[config.mk]
export PLATFORM = sky130hd
export DESIGN_NAME = flv_avc_nalu_demux
export DESIGN_NICKNAME = d
export VERILOG_FILES = /design/src/hw/rtl/flvd_pkg.sv /design/src/hw/rtl/flv_avc_nalu_demux.sv /design/src/hw/rtl/flvd_front.sv /design/src/hw/rtl/flvd_queue.sv /design/src/hw/rtl/flvd_back.sv
export SDC_FILE = /design/constraint.sdc
export NUM_CORES = 1
export LEC_CHECK = 0
export ABC_AREA = 0
export BUFFER_PORTS_ARGS = -buffer_cell sky130_fd_sc_hd__buf_4
export CAP_MARGIN = 10
export CORE_MARGIN = 4
export CORE_UTILIZATION = 50
export CTS_CLUSTER_SIZE = 25
export DETAILED_ROUTE_END_ITERATION = 10
export HOLD_SLACK_MARGIN = 0.03
export MAX_ROUTING_LAYER = met4
export PLACE_DENSITY_LB_ADDON = 0.25
export SYNTH_ARGS = -nofsm -noshare
export SYNTH_HDL_FRONTEND = slang
export SYNTH_SLANG_ARGS = --single-unit
[constraint.sdc]
create_clock -name clk -period 13.2 [get_ports clk]
set_input_delay 2.64 -clock clk [delete_from_list [all_inputs] [get_ports clk]]
set_output_delay 2.64 -clock clk [all_outputs]
set_load 0.03 [all_outputs]
[src/hw/rtl/flvd_pkg.sv]
`timescale 1ns / 1ps

package flvd_pkg;

    typedef enum logic [3:0] {
        PH_HEADER   = 4'd0,
        PH_SEEK     = 4'd1,
        PH_PREV     = 4'd2,
        PH_TAGHDR   = 4'd3,
        PH_VINFO    = 4'd4,
        PH_PKTTYPE  = 4'd5,
        PH_COMPTIME = 4'd6,
        PH_NALULEN  = 4'd7,
        PH_NALUDATA = 4'd8,
        PH_SKIPTAG  = 4'd9
    } phase_t;

    localparam logic       CFG_AVC_CODEC_ID     = 1'b0;
    localparam logic       CFG_EMIT_TAG_RECORDS = 1'b1;

    localparam logic       KIND_NALU_BYTE  = 1'b0;
    localparam logic       KIND_TAG_RECORD = 1'b1;

    localparam logic [4:0] TAG_VIDEO       = 5'd9;
    localparam logic [7:0] PKT_NALU        = 8'd1;
    localparam logic [3:0] HDR_OFFSET_POS  = 4'd5;
    localparam logic [3:0] HDR_LEN         = 4'd9;
    localparam logic [3:0] PREV_LEN        = 4'd4;
    localparam logic [3:0] TAGHDR_LEN      = 4'd11;
    localparam logic [3:0] SIZE_LAST_POS   = 4'd3;
    localparam logic [3:0] TIME_LAST_POS   = 4'd6;
    localparam logic [3:0] TIME_EXT_POS    = 4'd7;
    localparam logic [3:0] COMPTIME_LEN    = 4'd3;
    localparam logic [3:0] NALULEN_LEN     = 4'd4;
    localparam logic [31:0] MIN_BODY_OFFSET = 32'd9;

    localparam int         QUEUE_DEPTH = 4;
    localparam int         QUEUE_AW    = $clog2(QUEUE_DEPTH);

    typedef struct packed {
        logic        record_kind;
        logic [7:0]  payload_byte;
        logic        last_of_nalu;
        logic [4:0]  tag_kind;
        logic [23:0] tag_size;
        logic [31:0] tag_time;
        logic        overrun;
    } result_t;

endpackage

[src/hw/rtl/flv_avc_nalu_demux.sv]
`timescale 1ns / 1ps

// FLV demultiplexer: one file byte per input beat, NALU bytes and tag records out.
// Input channel: in_valid/in_ready with data_byte and start_of_file; start_of_file
//   restarts the parser on that byte.
// Output channel: out_valid/out_ready; record_kind 0 carries one NALU byte with
//   last_of_nalu and overrun, record_kind 1 carries a tag header record.
// Configuration: cfg_we/cfg_index/cfg_data; index 0 avc_codec_id, index 1
//   emit_tag_records. Write only while idle.
// Throughput: one byte per cycle while the queue has space, set by the single-byte parse step in the front.
// Result path: a result is written into a 4-entry queue at the accepting edge, then moves
//   into the output register, which drives out_valid.
// Reset: parser returns to the file header phase, queue and output empty,
//   avc_codec_id = 7, emit_tag_records = 1.
// Receiver stall: the output register holds its beat; the queue absorbs up to
//   four results, after which in_ready drops until space frees.
module flv_avc_nalu_demux import flvd_pkg::*;
(
    input  logic        clk,
    input  logic        rst_n,
    input  logic        in_valid,
    output logic        in_ready,
    input  logic [7:0]  data_byte,
    input  logic        start_of_file,
    output logic        out_valid,
    input  logic        out_ready,
    output logic        record_kind,
    output logic [7:0]  payload_byte,
    output logic        last_of_nalu,
    output logic [4:0]  tag_kind,
    output logic [23:0] tag_size,
    output logic [31:0] tag_time,
    output logic        overrun,
    input  logic        cfg_we,
    input  logic        cfg_index,
    input  logic [3:0]  cfg_data
);

    logic    push, pop, q_full, q_empty;
    result_t push_data, q_data, out_data;

    flvd_front u_front (
        .clk           (clk),
        .rst_n         (rst_n),
        .in_valid      (in_valid),
        .in_ready      (in_ready),
        .data_byte     (data_byte),
        .start_of_file (start_of_file),
        .cfg_we        (cfg_we),
        .cfg_index     (cfg_index),
        .cfg_data      (cfg_data),
        .q_full        (q_full),
        .push          (push),
        .push_data     (push_data)
    );

    flvd_queue u_queue (
        .clk       (clk),
        .rst_n     (rst_n),
        .push      (push),
        .push_data (push_data),
        .pop       (pop),
        .pop_data  (q_data),
        .full      (q_full),
        .empty     (q_empty)
    );

    flvd_back u_back (
        .clk       (clk),
        .rst_n     (rst_n),
        .q_empty   (q_empty),
        .q_data    (q_data),
        .pop       (pop),
        .out_valid (out_valid),
        .out_ready (out_ready),
        .out_data  (out_data)
    );

    assign record_kind  = out_data.record_kind;
    assign payload_byte = out_data.payload_byte;
    assign last_of_nalu = out_data.last_of_nalu;
    assign tag_kind     = out_data.tag_kind;
    assign tag_size     = out_data.tag_size;
    assign tag_time     = out_data.tag_time;
    assign overrun      = out_data.overrun;

endmodule

[src/hw/rtl/flvd_front.sv]
`timescale 1ns / 1ps

module flvd_front import flvd_pkg::*;
(
    input  logic        clk,
    input  logic        rst_n,
    input  logic        in_valid,
    output logic        in_ready,
    input  logic [7:0]  data_byte,
    input  logic        start_of_file,
    input  logic        cfg_we,
    input  logic        cfg_index,
    input  logic [3:0]  cfg_data,
    input  logic        q_full,
    output logic        push,
    output result_t     push_data
);

    phase_t      phase_reg, phase_next, ph_cur;
    logic [3:0]  count_reg, count_next, cnt_cur;
    logic [31:0] pos_reg, pos_next, pos_cur;
    logic [31:0] offset_reg, offset_next, off_cur;
    logic [4:0]  kind_reg, kind_next, kind_cur;
    logic [23:0] left_reg, left_next, left_cur;
    logic [31:0] time_reg, time_next, time_cur;
    logic [31:0] nalu_reg, nalu_next, nalu_cur;
    logic        cut_reg, cut_next, cut_cur;
    logic [3:0]  codec_reg;
    logic        emit_reg;

    logic        accept;
    logic [3:0]  cnt_inc;
    logic [23:0] left_dec;
    logic        tag_end;
    logic [31:0] nalu_shift;
    logic [31:0] nalu_dec;
    logic        emit;

    assign in_ready = !q_full;
    assign accept   = in_valid && in_ready;

    always_comb
    begin
        ph_cur   = start_of_file ? PH_HEADER : phase_reg;
        cnt_cur  = start_of_file ? 4'd0  : count_reg;
        pos_cur  = start_of_file ? 32'd0 : pos_reg;
        off_cur  = start_of_file ? 32'd0 : offset_reg;
        kind_cur = start_of_file ? 5'd0  : kind_reg;
        left_cur = start_of_file ? 24'd0 : left_reg;
        time_cur = start_of_file ? 32'd0 : time_reg;
        nalu_cur = start_of_file ? 32'd0 : nalu_reg;
        cut_cur  = start_of_file ? 1'b0  : cut_reg;

        cnt_inc    = cnt_cur + 4'd1;
        left_dec   = left_cur - 24'd1;
        tag_end    = (left_dec == 24'd0);
        nalu_shift = {nalu_cur[23:0], data_byte};
        nalu_dec   = nalu_cur - 32'd1;

        phase_next  = ph_cur;
        count_next  = cnt_cur;
        pos_next    = pos_cur + 32'd1;
        offset_next = off_cur;
        kind_next   = kind_cur;
        left_next   = left_cur;
        time_next   = time_cur;
        nalu_next   = nalu_cur;
        cut_next    = cut_cur;

        emit      = 1'b0;
        push_data = '0;

        unique case (ph_cur)
            PH_HEADER:
            begin
                if (cnt_cur >= HDR_OFFSET_POS)
                    offset_next = {off_cur[23:0], data_byte};
                count_next = cnt_inc;
                if (cnt_inc >= HDR_LEN)
                begin
                    count_next = 4'd0;
                    phase_next = (offset_next <= MIN_BODY_OFFSET) ? PH_PREV : PH_SEEK;
                end
            end
            PH_SEEK:
            begin
                if (pos_next >= off_cur)
                begin
                    phase_next = PH_PREV;
                    count_next = 4'd0;
                end
            end
            PH_PREV:
            begin
                count_next = cnt_inc;
                if (cnt_inc >= PREV_LEN)
                begin
                    phase_next = PH_TAGHDR;
                    count_next = 4'd0;
                end
            end
            PH_TAGHDR:
            begin
                if (cnt_cur == 4'd0)
                begin
                    kind_next = data_byte[4:0];
                    left_next = 24'd0;
                    time_next = 32'd0;
                end
                else if (cnt_cur <= SIZE_LAST_POS)
                    left_next = {left_cur[15:0], data_byte};
                else if (cnt_cur <= TIME_LAST_POS)
                    time_next = {8'd0, time_cur[15:0], data_byte};
                else if (cnt_cur == TIME_EXT_POS)
                    time_next = {data_byte, time_cur[23:0]};
                count_next = cnt_inc;
                if (cnt_inc >= TAGHDR_LEN)
                begin
                    count_next = 4'd0;
                    if (emit_reg)
                    begin
                        emit                   = 1'b1;
                        push_data.record_kind  = KIND_TAG_RECORD;
                        push_data.tag_kind     = kind_cur;
                        push_data.tag_size     = left_cur;
                        push_data.tag_time     = time_cur;
                    end
                    if (left_cur == 24'd0)
                        phase_next = PH_PREV;
                    else if (kind_cur == TAG_VIDEO)
                        phase_next = PH_VINFO;
                    else
                        phase_next = PH_SKIPTAG;
                end
            end
            PH_VINFO:
            begin
                left_next  = left_dec;
                count_next = 4'd0;
                if (tag_end)
                    phase_next = PH_PREV;
                else
                    phase_next = (data_byte[3:0] == codec_reg) ? PH_PKTTYPE : PH_SKIPTAG;
            end
            PH_PKTTYPE:
            begin
                left_next  = left_dec;
                count_next = 4'd0;
                if (tag_end)
                    phase_next = PH_PREV;
                else
                    phase_next = (data_byte == PKT_NALU) ? PH_COMPTIME : PH_SKIPTAG;
            end
            PH_COMPTIME:
            begin
                left_next = left_dec;
                if (tag_end)
                begin
                    phase_next = PH_PREV;
                    count_next = 4'd0;
                end
                else
                begin
                    count_next = cnt_inc;
                    if (cnt_inc >= COMPTIME_LEN)
                    begin
                        phase_next = PH_NALULEN;
                        count_next = 4'd0;
                        nalu_next  = 32'd0;
                    end
                end
            end
            PH_NALULEN:
            begin
                nalu_next  = nalu_shift;
                count_next = cnt_inc;
                left_next  = left_dec;
                if (tag_end)
                begin
                    phase_next = PH_PREV;
                    count_next = 4'd0;
                end
                else if (cnt_inc >= NALULEN_LEN)
                begin
                    count_next = 4'd0;
                    if (nalu_shift == 32'd0)
                        phase_next = PH_NALULEN;
                    else
                    begin
                        cut_next   = (nalu_shift > {8'd0, left_dec});
                        if (cut_next)
                            nalu_next = {8'd0, left_dec};
                        phase_next = PH_NALUDATA;
                    end
                end
            end
            PH_NALUDATA:
            begin
                nalu_next              = nalu_dec;
                emit                   = 1'b1;
                push_data.record_kind  = KIND_NALU_BYTE;
                push_data.payload_byte = data_byte;
                push_data.last_of_nalu = (nalu_dec == 32'd0);
                push_data.overrun      = cut_cur;
                left_next              = left_dec;
                if (tag_end)
                begin
                    phase_next = PH_PREV;
                    count_next = 4'd0;
                end
                else if (nalu_dec == 32'd0)
                begin
                    phase_next = PH_NALULEN;
                    count_next = 4'd0;
                    nalu_next  = 32'd0;
                    cut_next   = 1'b0;
                end
            end
            PH_SKIPTAG:
            begin
                left_next = left_dec;
                if (tag_end)
                begin
                    phase_next = PH_PREV;
                    count_next = 4'd0;
                end
            end
            default:
            begin
                phase_next = PH_PREV;
                count_next = 4'd0;
            end
        endcase
    end

    assign push = accept && emit;

    always_ff @(posedge clk or negedge rst_n)
    begin
        if (!rst_n)
        begin
            phase_reg  <= PH_HEADER;
            count_reg  <= 4'd0;
            pos_reg    <= 32'd0;
            offset_reg <= 32'd0;
            kind_reg   <= 5'd0;
            left_reg   <= 24'd0;
            time_reg   <= 32'd0;
            nalu_reg   <= 32'd0;
            cut_reg    <= 1'b0;
        end
        else if (accept)
        begin
            phase_reg  <= phase_next;
            count_reg  <= count_next;
            pos_reg    <= pos_next;
            offset_reg <= offset_next;
            kind_reg   <= kind_next;
            left_reg   <= left_next;
            time_reg   <= time_next;
            nalu_reg   <= nalu_next;
            cut_reg    <= cut_next;
        end
    end

    always_ff @(posedge clk or negedge rst_n)
    begin
        if (!rst_n)
        begin
            codec_reg <= 4'd7;
            emit_reg  <= 1'b1;
        end
        else if (cfg_we)
        begin
            unique case (cfg_index)
                CFG_AVC_CODEC_ID:     codec_reg <= cfg_data;
                CFG_EMIT_TAG_RECORDS: emit_reg  <= cfg_data[0];
                default:              codec_reg <= codec_reg;
            endcase
        end
    end

endmodule

[src/hw/rtl/flvd_queue.sv]
`timescale 1ns / 1ps

module flvd_queue import flvd_pkg::*;
(
    input  logic    clk,
    input  logic    rst_n,
    input  logic    push,
    input  result_t push_data,
    input  logic    pop,
    output result_t pop_data,
    output logic    full,
    output logic    empty
);

    result_t             entry_reg [QUEUE_DEPTH];
    logic [QUEUE_AW-1:0] wr_ptr_reg, wr_ptr_next;
    logic [QUEUE_AW-1:0] rd_ptr_reg, rd_ptr_next;
    logic [QUEUE_AW:0]   count_reg, count_next;
    logic                do_push, do_pop;

    assign full     = (count_reg == (QUEUE_AW + 1)'(QUEUE_DEPTH));
    assign empty    = (count_reg == '0);
    assign do_push  = push && !full;
    assign do_pop   = pop && !empty;
    assign pop_data = entry_reg[rd_ptr_reg];

    always_comb
    begin
        wr_ptr_next = do_push ? wr_ptr_reg + 1'b1 : wr_ptr_reg;
        rd_ptr_next = do_pop  ? rd_ptr_reg + 1'b1 : rd_ptr_reg;
        count_next  = count_reg + (QUEUE_AW + 1)'(do_push) - (QUEUE_AW + 1)'(do_pop);
    end

    always_ff @(posedge clk or negedge rst_n)
    begin
        if (!rst_n)
        begin
            wr_ptr_reg <= '0;
            rd_ptr_reg <= '0;
            count_reg  <= '0;
        end
        else
        begin
            wr_ptr_reg <= wr_ptr_next;
            rd_ptr_reg <= rd_ptr_next;
            count_reg  <= count_next;
        end
    end

    always_ff @(posedge clk)
    begin
        if (do_push)
            entry_reg[wr_ptr_reg] <= push_data;
    end

endmodule

[src/hw/rtl/flvd_back.sv]
`timescale 1ns / 1ps

module flvd_back import flvd_pkg::*;
(
    input  logic    clk,
    input  logic    rst_n,
    input  logic    q_empty,
    input  result_t q_data,
    output logic    pop,
    output logic    out_valid,
    input  logic    out_ready,
    output result_t out_data
);

    logic    valid_reg, valid_next;
    result_t data_reg;

    assign pop        = !q_empty && (!valid_reg || out_ready);
    assign valid_next = pop || (valid_reg && !out_ready);
    assign out_valid  = valid_reg;
    assign out_data   = data_reg;

    always_ff @(posedge clk or negedge rst_n)
    begin
        if (!rst_n)
            valid_reg <= 1'b0;
        else
            valid_reg <= valid_next;
    end

    // load the next beat whenever the output slot frees
    always_ff @(posedge clk)
    begin
        if (pop)
            data_reg <= q_data;
    end

endmodule

==> results of run 1 <==
## worst max-delay path by stage
stage / cells after the start / end
after detailed placement: 15 / u_front.nalu_reg[27]
after global placement: 20 / u_front.nalu_reg[3]
after floorplan: 29 / u_front.count_reg[3]
final: 15 / u_front.nalu_reg[27]
after CTS: 15 / u_front.nalu_reg[27]
after global routing: 15 / u_front.nalu_reg[1]
## cells in the mapped netlist, drive strengths merged, types with 18 or more instances
cell type and number:
edfxtp 360, nand2 240, dfrtp 175, nor2 126, clkbuf 101, o21ai 92
a21oi 87, ha 73, mux4 72, and2 67, a22o 63, inv 44
nand3 41, a22oi 37, nor3 37, xnor2 36, buf 34, nor2b 30
a21o 25, nand4 25, nor4 25, o22ai 25, and3 22, or4 21
xor2 20, mux2i 19, or3 18
## worst max-delay path, stage by stage
cell and delay, ns:
buf_4 0.28, inv_2 0.31, buf_12 0.30, nand2_1 0.20, ha_1 0.56, clkinv_1 0.40, a21o_1 0.28, or3_1 0.36
a311oi_1 0.66, nand4_1 0.15, or4_1 0.85, a21oi_4 0.53, a2bb2oi_2 0.80, nand2_1 0.14, o211ai_1 0.13
## power breakdown
part | leakage (nW) | internal, mW | switching [mW]
registers | 5.74 | 1.93 | 0.105
clock network | 0.928 | 0.988 | 0.656
logic | 4.78 | 0.359 | 0.577
## layout make-up
cell class	instances	area [sq um]	area share [%]
inverter	45	169	0.577
clock inverter	26	408	1.39
clock buffer	76	1530	5.21
timing repair buffer	118	902	3.08
sequential	539	15300	52.2
tap	680	851	2.90
multi-input combinational	1407	10100	34.6
## stage by stage
step | setup slack [ns] | hold WS (ns) | util (%) | power [mW] | std cells
finish | 5.08 | 0.495 | 56.9 | 4.62 | 2891
global route | 4.69 | 0.518 | 56.9 | 4.81 | 2891
CTS | 5.21 | 0.499 | 56.9 | 4.66 | 2891
detailed placement | 4.61 | 0.478 | 53.1 | 3.02 | 2789
global placement | 4.79 | 0.480 | 53.1 | 3.01 | 2789
floorplan | 4.79 | 0.458 | - | 2.70 | 2126
## routing by layer
metal,up-vias,global-route usage (%)
met4,0,6.10
met2,736,40.3
li1,8181,-
met3,105,3.35
met5,-,-
met1,9206,34.4
## kinds of logic after synthesis
family	synth area share [%]
and+or+nand+nor	13.4
muxes	7.37
buffers and inverters	2.71
DFF	58.6
xor gates and xnor gates	1.88
adders and majority gates	3.57
AOI/OAI and AO/OA	12.5
==> flow_summary.yaml, run 1 <==
timing:
  tightest_slew_ns: 1.09
  finClkSkew_ns: 0.0157
  timing.setup.tns_ns: 0
  hold_violations: 0
  setup-violations-final: 0
  rsz0062_at_grt: "false"
  maxSlewHeadroom_pct: 26.9
  fmax_mhz: 123
  period_share_pct: 61.5
  finalMaxSlewViolations: 0
  min_period_ns: 8.12
setup_path:
  startpoint: "start_of_file"
  timing.rr.end: "u_front.nalu_reg[27]"
  worstPathRequired_ns: 13.71
  critPathCaptureType: "register"
  r2r_setup_slack_ns: 7.44
  worstPathArrival_ns: 8.64
  cp_max_fo: 86
  ff2ff_path_depth: 13
  critical_path.startpoint_type: "input port"
  crit_type: "in2reg"
  r2r-start: "u_front.left_reg[0]"
finish:
  final_common_cell: "edfxtp_1"
  area_growth_pct: 12.2
  fillerInstances: 4190
  n_antenna_cell: 0
  nNetsFinal: 2258
  largest_reg_flops: 288
  fin_area_sq_mm: 0.0293
  layout_common_cells: "edfxtp_1, nand2_1, dfrtp_1, nor2_1, buf_4"
  drive_above_1_share_pct: 14.7
clock_tree:
  cts_tree: "done"
  post_cts_resized: 0
  cts_max_level: 2
  cts-root-buf: "clkbuf_16"
  cts-buffers-inserted: 54
  clock_sinks: 539
  clock_latency_ns: 0.61
  postCtsSetupRepairBufs: 0
  clk_path_buf_depth: 3
  path_clk_slew_ns: 0.06
  cts_hold_buf: 0
run_status:
  outcome: "completed"
synthesis:
  synth_ff_type: "edfxtp_1"
  yosys.area.top_type: "edfxtp_1"
  synth_nets: 2219
  yosysTopAreaCellShare_pct: 41.4
  netlist_instances: 2126
  yosys_warnings: 0
  syn_avg_cell_area_sq_um: 12.3
  synth_edf_count: 360
  ys_seq_area_share_pct: 58.6
  ys_ff_latch: 539
  ys_async_sr_fraction_pct: 33.2
  synth.cell_area_sq_mm: 0.0261
  yosysUniqueCellTypes: 81
  netlist_top_cells_area: "edfxtp_1, dfrtp_1, mux4_2"
die:
  coreArea_sq_mm: 0.0515
  ios: 93
  initial_core_util_pct: 50.7
  die_w_um: 237
  die_area_sq_mm: 0.0559
  rows: 83
  fp.dieH_um: 237
route:
  wl_met1_mm: 29.5
  first_pass_iters: 6
  routedWlPerCell_um: 23.7
  top_layer_used: "met4"
  avgViaCountPerCell: 6.31
  dr_wl_met3_mm: 4.38
  drc: 0
  wl_met2_mm: 33.2
  drt_iter0_drc: 1648
  routed_wl_mm: 68.5
  final_antenna_net_count: 0
  vias: 18200
flow_run:
  drv_cap: 0
global_route:
  grt_pass1_wl_mm: 108
  gr-total-overflow: 0
  grt_max_degree: 87
  antenna_found_initial: 0
  grt_pass1_vias: 18200
  track_usage_pct: 25.1
pwr:
  power_density_mw_per_mm2: 158
  p_leak_nw: 11.4
  vdd_drop_max_uv: 152
hold_path:
  hold_depth: 1
  hp-start: "u_front.time_reg[22]"
  hold_class: "reg2reg"
  min_to: "u_front.time_reg[22]"
placement:
  hpwlAfterDp_mm: 44.5
  gp_congestion: 0.913
  detailed_place.area_sq_mm: 0.0274
  portBuffers: 92
Power figures use the tool's default switching activity.
==> inputs of run 2 (changes only) <==
Settings changed: ABC_AREA 0 to 1.
Clock period 13.2 ns to 6.7 ns, I/O delays scaled along.
==> run 2 against run 1 <==
Net effect:
- synthesized cell count is 60% higher
- area after synthesis is 12% higher
- clock power is 95% higher
- wire length is 17% higher
- critical endpoint is now u_front.nalu_reg[24]
==> flow_summary.yaml, run 2 <==
run_status:
  outcome: "completed"
synthesis:
  ys_async_sr_fraction_pct: 33.2
  synth_ff_type: "edfxtp_1"
  synth.cell_area_sq_mm: 0.0292
  synth_edf_count: 360
  synth_common_cells: "nand2_1, nor2_1, edfxtp_1"
  yosysTopAreaCellShare_pct: 37.0
  ys_ff_latch: 539
  yosysUniqueCellTypes: 61
  netlist_instances: 3409
  netlist_top_cells_area: "edfxtp_1, dfrtp_1, nand2_1"
  yosys_warnings: 0
  synthMostInstantiatedCell: "nand2_1"
  synth_nets: 3502
  yosys.area.top_type: "edfxtp_1"
  syn_avg_cell_area_sq_um: 8.57
  ys_seq_area_share_pct: 52.3
route:
  avgViaCountPerCell: 5.68
  drc: 0
  wl_met2_mm: 36.3
  routedWlPerCell_um: 18.9
  vias: 24100
  first_pass_iters: 7
  routed_wl_mm: 80.2
  top_layer_used: "met4"
  drt_iter0_drc: 2584
  final_antenna_net_count: 0
  wl_met1_mm: 35.5
  dr_wl_met3_mm: 6.03
placement:
  placed_cells: 4135
  portBuffers: 92
  detailed_place.area_sq_mm: 0.0304
  dp_slack_ns: 1.07
  hpwlAfterDp_mm: 53.1
  gp_congestion: 1.00
clock_tree:
  post_cts_resized: 0
  cts-buffers-inserted: 56
  clock_sinks: 539
  cts_hold_buf: 0
  clock_latency_ns: 0.63
  postCtsSetupRepairBufs: 0
  cts-root-buf: "clkbuf_16"
  cts_max_level: 2
  cts_tree: "done"
  clk_path_buf_depth: 3
  path_clk_slew_ns: 0.07
global_route:
  track_usage_pct: 25.9
  grt_pass1_wl_mm: 127
  grt_max_degree: 158
  gr-total-overflow: 0
  grt_pass1_vias: 22400
  antenna_found_initial: 0
finish:
  fin_util_pct: 55.9
  fin_area_sq_mm: 0.0323
  fillerInstances: 5199
  largest_reg_flops: 288
  regArea_sq_mm: 0.0153
  nNetsFinal: 3521
  multi_input_area_sq_mm: 0.0120
  area_growth_pct: 10.7
  fin_cells: 4240
  drive_above_1_share_pct: 10.2
  final_common_cell: "nand2_1"
  layout_common_cells: "nand2_1, nor2_1, edfxtp_1, o21ai_0, inv_1"
  n_antenna_cell: 0
timing:
  timing.setup.tns_ns: 0
  fin_ws_ns: 1.58
  tightest_slew_ns: 1.05
  maxSlewHeadroom_pct: 29.9
  rsz0062_at_grt: "false"
  holdWs_ns: 0.480
  finClkSkew_ns: 0.0266
  finalMaxSlewViolations: 0
  hold_violations: 0
  period_share_pct: 76.4
  min_period_ns: 5.12
  setup-violations-final: 0
  fmax_mhz: 195
setup_path:
  cp_max_fo: 48
  worstPathArrival_ns: 5.63
  worstPathRequired_ns: 7.21
  critical_path.startpoint_type: "input port"
  critPathCaptureType: "register"
  crit_type: "in2reg"
die:
  fp.dieH_um: 250
  initial_core_util_pct: 50.6
  die_w_um: 250
  rows: 88
  coreArea_sq_mm: 0.0578
  die_area_sq_mm: 0.0624
  ios: 93
pwr:
  finalPower_mw: 11.9
  power_density_mw_per_mm2: 369
  vdd_drop_max_uv: 354
  p_leak_nw: 14.0
flow_run:
  drv_cap: 0
hold_path:
  hold_class: "reg2reg"
run 2: power breakdown:
part	internal, mW	switching [mW]
Combinational	1.30	2.99
Sequential	4.11	0.349
Clock	1.85	1.34
run 2: final cells by class:
| class | instances | share of cell area [%] |
|---|---|---|
| Tap cell | 765 | 2.96 |
| Inverter | 334 | 3.91 |
| Timing Repair Buffer | 118 | 2.95 |
| Sequential cell | 539 | 47.3 |
| Clock inverter | 34 | 1.30 |
| Clock buffer | 71 | 4.57 |
| Multi-Input combinational cell | 2379 | 37.0 |
run 2: metal layers:
layer	vias to the layer above	GRT usage [%]
li1	11600	-
met1	11400	36.5
met2	924	39.2
met3	151	4.02
met4	0	7.38
met5	-	-
run 2: worst paths after layout:
path                            slack, ns  cells past startpoint            startpoint              endpoint
worst max-delay path                 1.58                     22         start_of_file  u_front.nalu_reg[24]
worst min-delay path                 0.48                      2  u_front.nalu_reg[29]  u_front.nalu_reg[29]
worst max register to register       2.11                     17   u_front.left_reg[1]  u_front.nalu_reg[24]
worst min register to register       0.48                      2  u_front.nalu_reg[29]  u_front.nalu_reg[29]
max in group asynchronous            4.67                      2                 rst_n    u_front.pos_reg[4]
min in group asynchronous            0.66                      1                 rst_n  u_front.nalu_reg[22]
run 2: critical path, stage by stage:
cell and delay (ns):
buf_4 0.16, buf_4 0.54, nor2_1 0.22, nor2_1 0.18
nand2_1 0.07, nor2_1 0.15, nand3_1 0.12, nand2_2 0.18
inv_1 0.06, ha_1 0.27, nand2_1 0.07, inv_1 0.05
nand3_1 0.09, nor4_2 0.34, a21oi_1 0.15, nor2_4 0.21
nand3_2 0.51, buf_4 0.44, nand3_1 0.10, nand3_1 0.08
o21ai_0 0.19, nand2_1 0.07
run 2: kinds of logic after synthesis:
| logic type | Yosys count | synth area share, % |
|---|---|---|
| flops | 539 | 52.3 |
| fa+ha+maj | 74 | 3.19 |
| mux | 3 | 0.116 |
| xor+xnor | 35 | 1.05 |
| simple gates | 1549 | 22.8 |
| buf+inv | 491 | 6.91 |
| compound gates | 718 | 13.6 |
